## src/hw/rtl/tgc_pkg.sv

```systemverilog
package tgc_pkg;

	localparam int COORD_BITS = 12;
	localparam int POS_BITS   = COORD_BITS + 1;
	localparam int TIME_BITS  = 32;
	localparam int THR_BITS   = 8;
	localparam int CLICK_BITS = 16;

	localparam int S_TDATA_W = ((2 * COORD_BITS + TIME_BITS + 7) / 8) * 8;
	localparam int M_TDATA_W = ((2 * POS_BITS + 7) / 8) * 8;
	localparam int CFG_IDX_W = 3;
	localparam int CFG_DAT_W = 16;

	localparam logic [CFG_IDX_W-1:0] CFG_SCREEN_WIDTH  = 3'd0;
	localparam logic [CFG_IDX_W-1:0] CFG_SCREEN_HEIGHT = 3'd1;
	localparam logic [CFG_IDX_W-1:0] CFG_ROTATION      = 3'd2;
	localparam logic [CFG_IDX_W-1:0] CFG_MOVE_THRESH   = 3'd3;
	localparam logic [CFG_IDX_W-1:0] CFG_CLICK_MS      = 3'd4;

	localparam logic [COORD_BITS-1:0] WIDTH_RST  = COORD_BITS'(320);
	localparam logic [COORD_BITS-1:0] HEIGHT_RST = COORD_BITS'(240);
	localparam logic [THR_BITS-1:0]   THRESH_RST = THR_BITS'(10);
	localparam logic [CLICK_BITS-1:0] CLICK_RST  = CLICK_BITS'(500);

	typedef enum logic [2:0] {
		EV_PRESSED  = 3'd0,
		EV_MOTION   = 3'd1,
		EV_CLICKED  = 3'd2,
		EV_LONG     = 3'd3,
		EV_RELEASED = 3'd4
	} event_kind_t;

	typedef enum logic [1:0] {
		ROT_0   = 2'd0,
		ROT_90  = 2'd1,
		ROT_180 = 2'd2,
		ROT_270 = 2'd3
	} rotation_t;

	typedef struct packed {
		event_kind_t                kind;
		logic signed [POS_BITS-1:0] x;
		logic signed [POS_BITS-1:0] y;
		logic                       last;
	} event_t;

	typedef struct packed {
		logic [COORD_BITS-1:0] screen_width;
		logic [COORD_BITS-1:0] screen_height;
		rotation_t             rotation;
		logic [THR_BITS-1:0]   move_threshold;
		logic [CLICK_BITS-1:0] click_interval_ms;
	} cfg_t;

endpackage

```

## src/hw/rtl/tgc_rotate.sv

```systemverilog
module tgc_rotate (
	input  logic [tgc_pkg::COORD_BITS-1:0]      raw_x,
	input  logic [tgc_pkg::COORD_BITS-1:0]      raw_y,
	input  logic [tgc_pkg::COORD_BITS-1:0]      screen_width,
	input  logic [tgc_pkg::COORD_BITS-1:0]      screen_height,
	input  tgc_pkg::rotation_t                  rotation,
	output logic signed [tgc_pkg::POS_BITS-1:0] pos_x,
	output logic signed [tgc_pkg::POS_BITS-1:0] pos_y
);

	localparam int RW = tgc_pkg::POS_BITS + 1;

	logic signed [RW-1:0] w, h, rx, ry;
	logic signed [RW-1:0] w_m1, h_m1, w_ry, h_rx;
	logic signed [RW-1:0] px, py;

	assign w    = signed'({2'b00, screen_width});
	assign h    = signed'({2'b00, screen_height});
	assign rx   = signed'({2'b00, raw_x});
	assign ry   = signed'({2'b00, raw_y});
	assign w_m1 = w - RW'(1);
	assign h_m1 = h - RW'(1);
	assign w_ry = w - ry;
	assign h_rx = h - rx;

	always_comb begin
		case (rotation)
			tgc_pkg::ROT_90: begin
				px = (w_ry < w_m1) ? w_ry : w_m1;
				py = (rx < h_m1) ? rx : h_m1;
			end
			tgc_pkg::ROT_180: begin
				px = w_m1 - rx;
				py = h_m1 - ry;
			end
			tgc_pkg::ROT_270: begin
				px = (ry < w_m1) ? ry : w_m1;
				py = (h_rx < h_m1) ? h_rx : h_m1;
			end
			default: begin
				px = rx;
				py = ry;
			end
		endcase
	end

	assign pos_x = px[tgc_pkg::POS_BITS-1:0];
	assign pos_y = py[tgc_pkg::POS_BITS-1:0];

endmodule

```

## src/hw/rtl/tgc_core.sv

```systemverilog
module tgc_core (
	input  logic                                clk,
	input  logic                                arst_n,
	input  logic                                fire,
	input  logic signed [tgc_pkg::POS_BITS-1:0] pos_x,
	input  logic signed [tgc_pkg::POS_BITS-1:0] pos_y,
	input  logic                                touch_down,
	input  logic [tgc_pkg::TIME_BITS-1:0]       now_ms,
	input  logic [tgc_pkg::THR_BITS-1:0]        move_threshold,
	input  logic [tgc_pkg::CLICK_BITS-1:0]      click_interval_ms,
	output tgc_pkg::event_t                     ev0,
	output tgc_pkg::event_t                     ev1,
	output logic [1:0]                          n_events
);

	localparam int PB = tgc_pkg::POS_BITS;
	localparam int DW = PB + 1;
	localparam int SW = 2 * PB + 1;

	logic                          touching_q;
	logic signed [PB-1:0]          first_x_q, first_y_q, cur_x_q, cur_y_q;
	logic [tgc_pkg::TIME_BITS-1:0] start_q;

	logic signed [PB-1:0]          ax, ay;
	logic signed [DW-1:0]          dx, dy, ndx, ndy;
	logic [PB-1:0]                 mag_x, mag_y;
	logic [2*PB-1:0]               sq_x, sq_y;
	logic [SW-1:0]                 dist_sq, thr_sq;
	logic                          far;
	logic [tgc_pkg::TIME_BITS-1:0] held;

	// one distance unit: new point vs last on hold, first vs last on release
	assign ax    = touch_down ? pos_x : first_x_q;
	assign ay    = touch_down ? pos_y : first_y_q;
	assign dx    = DW'(ax) - DW'(cur_x_q);
	assign dy    = DW'(ay) - DW'(cur_y_q);
	assign ndx   = -dx;
	assign ndy   = -dy;
	assign mag_x = dx[DW-1] ? ndx[PB-1:0] : dx[PB-1:0];
	assign mag_y = dy[DW-1] ? ndy[PB-1:0] : dy[PB-1:0];
	assign sq_x  = mag_x * mag_x;
	assign sq_y  = mag_y * mag_y;
	assign dist_sq = SW'(sq_x) + SW'(sq_y);
	assign thr_sq = SW'(move_threshold) * SW'(move_threshold);
	assign far   = dist_sq > thr_sq;
	assign held  = now_ms - start_q;

	always_comb begin
		ev0      = '{kind: tgc_pkg::EV_RELEASED, x: cur_x_q, y: cur_y_q, last: 1'b1};
		ev1      = '{kind: tgc_pkg::EV_RELEASED, x: cur_x_q, y: cur_y_q, last: 1'b1};
		n_events = 2'd0;
		if (touch_down) begin
			if (!touching_q) begin
				ev0      = '{kind: tgc_pkg::EV_PRESSED, x: pos_x, y: pos_y, last: 1'b1};
				n_events = 2'd1;
			end else if (far) begin
				ev0      = '{kind: tgc_pkg::EV_MOTION, x: pos_x, y: pos_y, last: 1'b1};
				n_events = 2'd1;
			end
		end else if (touching_q) begin
			if (!far) begin
				ev0.kind = (held < tgc_pkg::TIME_BITS'(click_interval_ms)) ?
					tgc_pkg::EV_CLICKED : tgc_pkg::EV_LONG;
				ev0.x    = first_x_q;
				ev0.y    = first_y_q;
				ev0.last = 1'b0;
				n_events = 2'd2;
			end else begin
				n_events = 2'd1;
			end
		end
	end

	always_ff @(posedge clk or negedge arst_n) begin
		if (!arst_n) begin
			touching_q <= 1'b0;
			first_x_q  <= '0;
			first_y_q  <= '0;
			cur_x_q    <= '0;
			cur_y_q    <= '0;
			start_q    <= '0;
		end else if (fire) begin
			if (touch_down) begin
				touching_q <= 1'b1;
				if (!touching_q) begin
					first_x_q <= pos_x;
					first_y_q <= pos_y;
					cur_x_q   <= pos_x;
					cur_y_q   <= pos_y;
					start_q   <= now_ms;
				end else if (far) begin
					cur_x_q <= pos_x;
					cur_y_q <= pos_y;
				end
			end else begin
				touching_q <= 1'b0;
			end
		end
	end

endmodule

```

## src/hw/rtl/tgc_event_fifo.sv

```systemverilog
module tgc_event_fifo (
	input  logic            clk,
	input  logic            arst_n,
	input  logic [1:0]      n_push,
	input  tgc_pkg::event_t ev0,
	input  tgc_pkg::event_t ev1,
	output logic            room2,
	output logic            m_tvalid,
	input  logic            m_tready,
	output tgc_pkg::event_t head
);

	tgc_pkg::event_t mem_q [4];
	logic [1:0]      wr_ptr_q, rd_ptr_q, wr_ptr_p1;
	logic [2:0]      count_q;
	logic            pop;

	assign m_tvalid  = count_q != 3'd0;
	assign pop       = m_tvalid && m_tready;
	assign room2     = count_q <= 3'd2;
	assign head      = mem_q[rd_ptr_q];
	assign wr_ptr_p1 = wr_ptr_q + 2'd1;

	always_ff @(posedge clk) begin
		if (n_push != 2'd0) begin
			mem_q[wr_ptr_q] <= ev0;
		end
		if (n_push == 2'd2) begin
			mem_q[wr_ptr_p1] <= ev1;
		end
	end

	always_ff @(posedge clk or negedge arst_n) begin
		if (!arst_n) begin
			wr_ptr_q <= '0;
			rd_ptr_q <= '0;
			count_q  <= '0;
		end else begin
			wr_ptr_q <= wr_ptr_q + n_push;
			if (pop) begin
				rd_ptr_q <= rd_ptr_q + 2'd1;
			end
			count_q <= count_q + 3'(n_push) - 3'(pop);
		end
	end

endmodule

```

## src/hw/rtl/touch_gesture_classifier_top.sv

```systemverilog
// channel  dir  tdata (low bit up)                tuser         tlast
// s_*      in   raw_x, raw_y, now_ms              touch_down    -
// m_*      out  event_x, event_y                  event_kind    last_of_run
// cfg_*    in   write enable, register index, write data (no read-back)
//
// one sample per cycle while two queue slots are free: input register, then
// classify and distance square as combinational logic, results go into a four-entry event queue
// a sample is taken from the input register only when two queue slots are free
// a sample that gives two events writes both into the queue together
// arst_n clears touch state, queue and registers to their defaults
module touch_gesture_classifier_top (
	input  logic                                clk,
	input  logic                                arst_n,
	input  logic                                s_tvalid,
	output logic                                s_tready,
	input  logic [tgc_pkg::S_TDATA_W-1:0]       s_tdata,  // raw_x, raw_y, now_ms
	input  logic [0:0]                          s_tuser,  // touch_down
	output logic                                m_tvalid,
	input  logic                                m_tready,
	output logic [tgc_pkg::M_TDATA_W-1:0]       m_tdata,  // event_x, event_y
	output logic [2:0]                          m_tuser,  // event_kind
	output logic                                m_tlast,
	input  logic                                cfg_we,
	input  logic [tgc_pkg::CFG_IDX_W-1:0]       cfg_index,
	input  logic [tgc_pkg::CFG_DAT_W-1:0]       cfg_wdata
);

	localparam int CB = tgc_pkg::COORD_BITS;
	localparam int PB = tgc_pkg::POS_BITS;
	localparam int TB = tgc_pkg::TIME_BITS;

	tgc_pkg::cfg_t           cfg_q;
	logic                    v_s1;
	logic [CB-1:0]           raw_x_s1, raw_y_s1;
	logic                    down_s1;
	logic [TB-1:0]           now_s1;
	logic                    room2, fire;
	logic signed [PB-1:0]    pos_x, pos_y;
	tgc_pkg::event_t         ev0, ev1, head;
	logic [1:0]              n_events, n_push;

	always_ff @(posedge clk or negedge arst_n) begin
		if (!arst_n) begin
			cfg_q.screen_width      <= tgc_pkg::WIDTH_RST;
			cfg_q.screen_height     <= tgc_pkg::HEIGHT_RST;
			cfg_q.rotation          <= tgc_pkg::ROT_0;
			cfg_q.move_threshold    <= tgc_pkg::THRESH_RST;
			cfg_q.click_interval_ms <= tgc_pkg::CLICK_RST;
		end else if (cfg_we) begin
			unique case (cfg_index)
				tgc_pkg::CFG_SCREEN_WIDTH:  cfg_q.screen_width  <= cfg_wdata[CB-1:0];
				tgc_pkg::CFG_SCREEN_HEIGHT: cfg_q.screen_height <= cfg_wdata[CB-1:0];
				tgc_pkg::CFG_ROTATION:
					cfg_q.rotation <= tgc_pkg::rotation_t'(cfg_wdata[1:0]);
				tgc_pkg::CFG_MOVE_THRESH:
					cfg_q.move_threshold <= cfg_wdata[tgc_pkg::THR_BITS-1:0];
				tgc_pkg::CFG_CLICK_MS:
					cfg_q.click_interval_ms <= cfg_wdata[tgc_pkg::CLICK_BITS-1:0];
				default: ;
			endcase
		end
	end

	assign fire     = v_s1 && room2;
	assign s_tready = !v_s1 || fire;

	always_ff @(posedge clk or negedge arst_n) begin
		if (!arst_n) begin
			v_s1 <= 1'b0;
		end else if (s_tready) begin
			v_s1 <= s_tvalid;
		end
	end

	always_ff @(posedge clk) begin
		if (s_tready && s_tvalid) begin
			raw_x_s1 <= s_tdata[CB-1:0];
			raw_y_s1 <= s_tdata[2*CB-1:CB];
			now_s1   <= s_tdata[2*CB+TB-1:2*CB];
			down_s1  <= s_tuser[0];
		end
	end

	tgc_rotate u_rotate (
		.raw_x         (raw_x_s1),
		.raw_y         (raw_y_s1),
		.screen_width  (cfg_q.screen_width),
		.screen_height (cfg_q.screen_height),
		.rotation      (cfg_q.rotation),
		.pos_x         (pos_x),
		.pos_y         (pos_y)
	);

	tgc_core u_core (
		.clk               (clk),
		.arst_n            (arst_n),
		.fire              (fire),
		.pos_x             (pos_x),
		.pos_y             (pos_y),
		.touch_down        (down_s1),
		.now_ms            (now_s1),
		.move_threshold    (cfg_q.move_threshold),
		.click_interval_ms (cfg_q.click_interval_ms),
		.ev0               (ev0),
		.ev1               (ev1),
		.n_events          (n_events)
	);

	assign n_push = fire ? n_events : 2'd0;

	tgc_event_fifo u_fifo (
		.clk      (clk),
		.arst_n   (arst_n),
		.n_push   (n_push),
		.ev0      (ev0),
		.ev1      (ev1),
		.room2    (room2),
		.m_tvalid (m_tvalid),
		.m_tready (m_tready),
		.head     (head)
	);

	assign m_tdata = {{(tgc_pkg::M_TDATA_W - 2 * PB){1'b0}}, head.y, head.x};
	assign m_tuser = head.kind;
	assign m_tlast = head.last;

endmodule

```

## config.mk

```make
export PLATFORM = sky130hd
export DESIGN_NAME = touch_gesture_classifier_top
export DESIGN_NICKNAME = d
export VERILOG_FILES = /design/src/hw/rtl/tgc_pkg.sv /design/src/hw/rtl/tgc_rotate.sv /design/src/hw/rtl/tgc_core.sv /design/src/hw/rtl/tgc_event_fifo.sv /design/src/hw/rtl/touch_gesture_classifier_top.sv
export SDC_FILE = /design/constraint.sdc
export NUM_CORES = 2
export LEC_CHECK = 0
export BUFFER_PORTS_ARGS = -buffer_cell sky130_fd_sc_hd__buf_4
export CAP_MARGIN = 10
export CORE_UTILIZATION = 59
export DETAILED_ROUTE_END_ITERATION = 16
export MAX_ROUTING_LAYER = met4
export PLACE_DENSITY = 0.79
export SKIP_LAST_GASP = 1
export SLEW_MARGIN = 5
export SYNTH_ARGS = -nofsm -noshare
export SYNTH_HDL_FRONTEND = slang
export SYNTH_SLANG_ARGS = --single-unit
```

## constraint.sdc

```tcl
create_clock -name clk -period 15.1 [get_ports clk]
set_input_delay 2.265 -clock clk [delete_from_list [all_inputs] [get_ports clk]]
set_output_delay 2.265 -clock clk [all_outputs]
set_load 0.02 [all_outputs]
```

==> summary.txt <==
Global routing
  • Number of global-route vias before repair: between 20k and 30k
  • Total track usage: about a third
  • Largest net degree at the start of global routing: between 70 and 80
  • Initial antenna violation count: 0
  • First-pass GRT wire length: 157400 microns
  • Total grt overflow: 0

Drt
  • Starting DRT DRC Count: around 2.8k
  • Drt wl/cell: roughly 20 microns
  • Residual DRC: 0
  • Wirelength, routed: approximately 100000 microns
  • Via Count: 29.66k
  • Antenna-violating nets left: 0
  • Drt first pass iters: 7
  • Via density: between 6 and 7

Logic synthesis
  • Avg Inst Size Synth: 9.501 sq um
  • Sequential area share after synthesis: ~25%
  • Post-Synthesis Cells: approximately 3.7k
  • Xor-xnor portion of the synthesized cell area: 3.614%
  • Simple-Gate Fraction of Synth Area: 13.15%
  • Adder-Cell Fraction of Synth Area: between 20% and 30%
  • Number of synthesized flops with an enable pin: 161
  • Ys async rst share: roughly 45%
  • Largest family of logic cells by synthesized area: adder cells
  • Mapped cell area: around 0.035 sq mm
  • Synth Area in Compound Gates: ~14%
  • Mux cell area share after synthesis: about 7.7%
  • Yosys warns: 0
  • Top_reg_cell synth: edfxtp_1
  • Synth cell types: 98
  • Synth Register Bits: 320

Critical path
  • Reg-to-Reg Start: raw_y_s1[1]$_DFFE_PP_
  • R2R Setup Slk: slightly below 0.4 ns
  • Critical Path Sink Type: flop
  • RR Endpoint: u_fifo.mem_q[0][22]$_DFFE_PP_
  • CP Data Arrival Time: around 15 ns
  • Worst path required time: roughly 16 ns
  • Crit Path Max Fanout: 12
  • Slowest stage cell, crit path: fa_2
  • Setup CP Type: reg2reg
  • Worst Setup Start Kind: flop
  • Reg2Reg Depth: 63
  • Largest stage delay on the critical path: ~0.58 ns

Floorplanning
  • Initial Util: about 60%
  • Chip height: approximately 250 microns
  • Die ar.: ~0.06 sq mm
  • Row cnt: 88
  • # IOs: between 100 and 150
  • Core area: slightly below 0.06 sq mm
  • Die X: between 200 and 250 microns

Clocking
  • Reg clk slew, reported paths: roughly 0.060 ns
  • Clk sink count: 320
  • CTS H-tree depth: 2
  • Clock Tree Buf Depth: 3
  • CTS root buffer: clkbuf_16
  • Clock latency on the worst-skew pair: about 0.58 ns
  • CTS buffer count: 35
  • CTS tree: yes
  • Hold buffers post-CTS: 0

Timing
  • Hold Vio Cnt, Final: 0
  • Worst-Margin Slew: approximately 1.2 ns
  • Fin crit share: a little over nine tenths
  • Unrepaired setup endpoints after global routing: true
  • Rel. slew slack: between 20 and 25%
  • Clock Skew: 0.03733 ns
  • Min Tclk post-route: roughly 15 ns
  • Fmax: 0.06795 GHz
  • Fin Hold WS: approximately 0.46 ns
  • Final count of pins violating max slew: 0
  • Final setup viols: 0

Placed design
  • DP HPWL: between 70000 and 80000 microns
  • Routability congestion estimate from global placement: about 1.0
  • Placed cell count: between 4k and 5k
  • IO buf count: ~110

Min path
  • Tightest Hold Check Type: reg2reg
  • WHS Path Cells: 2
  • Worst hold start: u_fifo.mem_q[1][28]$_SDFFE_PP0N_
  • End of the worst hold path: u_fifo.mem_q[1][28]$_SDFFE_PP0N_

Cells and area
  • Most frequent cells in the layout: inv_1, buf_4, ha_1
  • Antenna cells: 0
  • Fillers: about 4.2k
  • Most common cell after layout, fill and taps aside: inv_1
  • Area delta synth->final: 18.41%
  • Share of cells above drive strength 1: between 20% and 30%
  • Post-route insts no fill: just under 5k
  • Final #Nets: between 4k and 5k

Outcome
  • Status: finished, final reports clean

Job
  • Number of max-cap violations: 0
## cell usage after synthesis, types with 47 or more instances
| cell | number | share of area [%] |
|---|---|---|
| fa_1 | 279 | 16 |
| o22ai_1 | 67 | 1.2 |
| nand2_1 | 299 | 3.2 |
| clkbuf_1 | 90 | 0.97 |
| nand3_1 | 50 | 0.72 |
| o21a_1 | 52 | 1.1 |
| ha_1 | 343 | 12 |
| nor3_1 | 72 | 1.0 |
| mux4_2 | 48 | 3.1 |
| xor2_1 | 57 | 1.4 |
| o21ai_0 | 175 | 2.5 |
| edfxtp_1 | 161 | 14 |
| inv_1 | 554 | 6.0 |
| mux2_2 | 115 | 3.7 |
| a21oi_1 | 124 | 1.8 |
| xnor2_1 | 87 | 2.2 |
| dfrtp_1 | 129 | 9.3 |
| nor2_1 | 249 | 2.7 |
| a211oi_1 | 47 | 1.0 |
## registers in the layout (all words and copies together) (netlist names)
signal and cells:
down_s1 1, u_core.cur_y_q 13, u_core.start_q 32, u_core.cur_x_q 13
now_s1 32, raw_y_s1 12, u_core.touching_q 1, u_fifo.count_q 3
cfg_q 50, raw_x_s1 12, u_fifo.rd_ptr_q 2, u_core.first_x_q 13
u_fifo.mem_q 120, u_core.first_y_q 13, u_fifo.wr_ptr_q 2, v_s1 1
## critical path, delay by kind of cell (launching register included)
| kind | cells | cell delay, ns |
|---|---|---|
| compound gates | 18 | 3.69 |
| mux | 2 | 0.86 |
| flops | 1 | 0.39 |
| xor+xnor | 3 | 0.51 |
| buf+inv | 12 | 1.52 |
| fa+ha+maj | 13 | 4.91 |
| simple gates | 15 | 2.69 |
## per-stage QoR
step                setup slack (ns)  cell area [sq um]  setup TNS [ns]  util, %
finish                        0.3843              41320               0    71.22
global route                 -0.3237              41320          -36.89    71.22
CTS                         0.001084              40360               0    69.55
detailed placement           -0.4140              39000          -53.37    67.22
global placement             -0.2033              39000          -8.841    67.22
floorplan                    0.06487              34950               0        -
## kinds of logic (layout without fill, tap and decap cells)
logic type / count (synthesis) / count (layout)
mux: 194 / 194
other cells: 2 / 8
simple gates: 950 / 950
buf+inv: 703 / 1125
fa+ha+maj: 622 / 622
flops: 320 / 320
xor+xnor: 144 / 144
compound gates: 738 / 738
## worst max path at each step
stage	slack, ns	end	startpoint
after floorplan	0.06	u_fifo.mem_q[1][10]$_DFFE_PP_	cfg_q[26]$_DFFE_PN0P_
after global placement	-0.20	u_fifo.mem_q[3][1]$_DFFE_PP_	cfg_q[26]$_DFFE_PN0P_
after detailed placement	-0.41	u_fifo.mem_q[3][1]$_DFFE_PP_	raw_x_s1[0]$_DFFE_PP_
after CTS	0.001	u_fifo.count_q[2]$_DFF_PN0_	raw_x_s1[0]$_DFFE_PP_
after global routing	-0.32	u_fifo.mem_q[0][22]$_DFFE_PP_	cfg_q[27]$_DFFE_PN0P_
final	0.38	u_fifo.mem_q[0][22]$_DFFE_PP_	raw_y_s1[1]$_DFFE_PP_
## layer usage
metal  vias to the layer above  global-route usage, %  routed length, microns
li1                      13560                      -                       -
met1                     14380                  44.19                   39910
met2                      1393                  53.24                   46460
met3                       325                  5.817                    8605
met4                         0                  13.75                    4655
met5                         -                      -                       0
## cell type report
type | instances | area (sq um) | area share [%]
clock buffer | 40 | 904.6 | 2.189
clock inverter | 24 | 345.3 | 0.8357
inverter | 558 | 2105 | 5.093
multi-input combinational | 2656 | 24250 | 58.68
sequential | 320 | 8752 | 21.18
tap | 765 | 957.2 | 2.316
timing repair buffer | 503 | 4013 | 9.710
## what timing repair did
item / CTS / global route
gates cloned: 0 / 1
buffers inserted: 4 / 28
pin swaps: 6 / 69
setup endpoints to repair: 252 / 255
resized for setup: 22 / 169
Power is not shown: default switching activity piles up to over one toggle a cycle in this logic, so the estimate is an artifact.
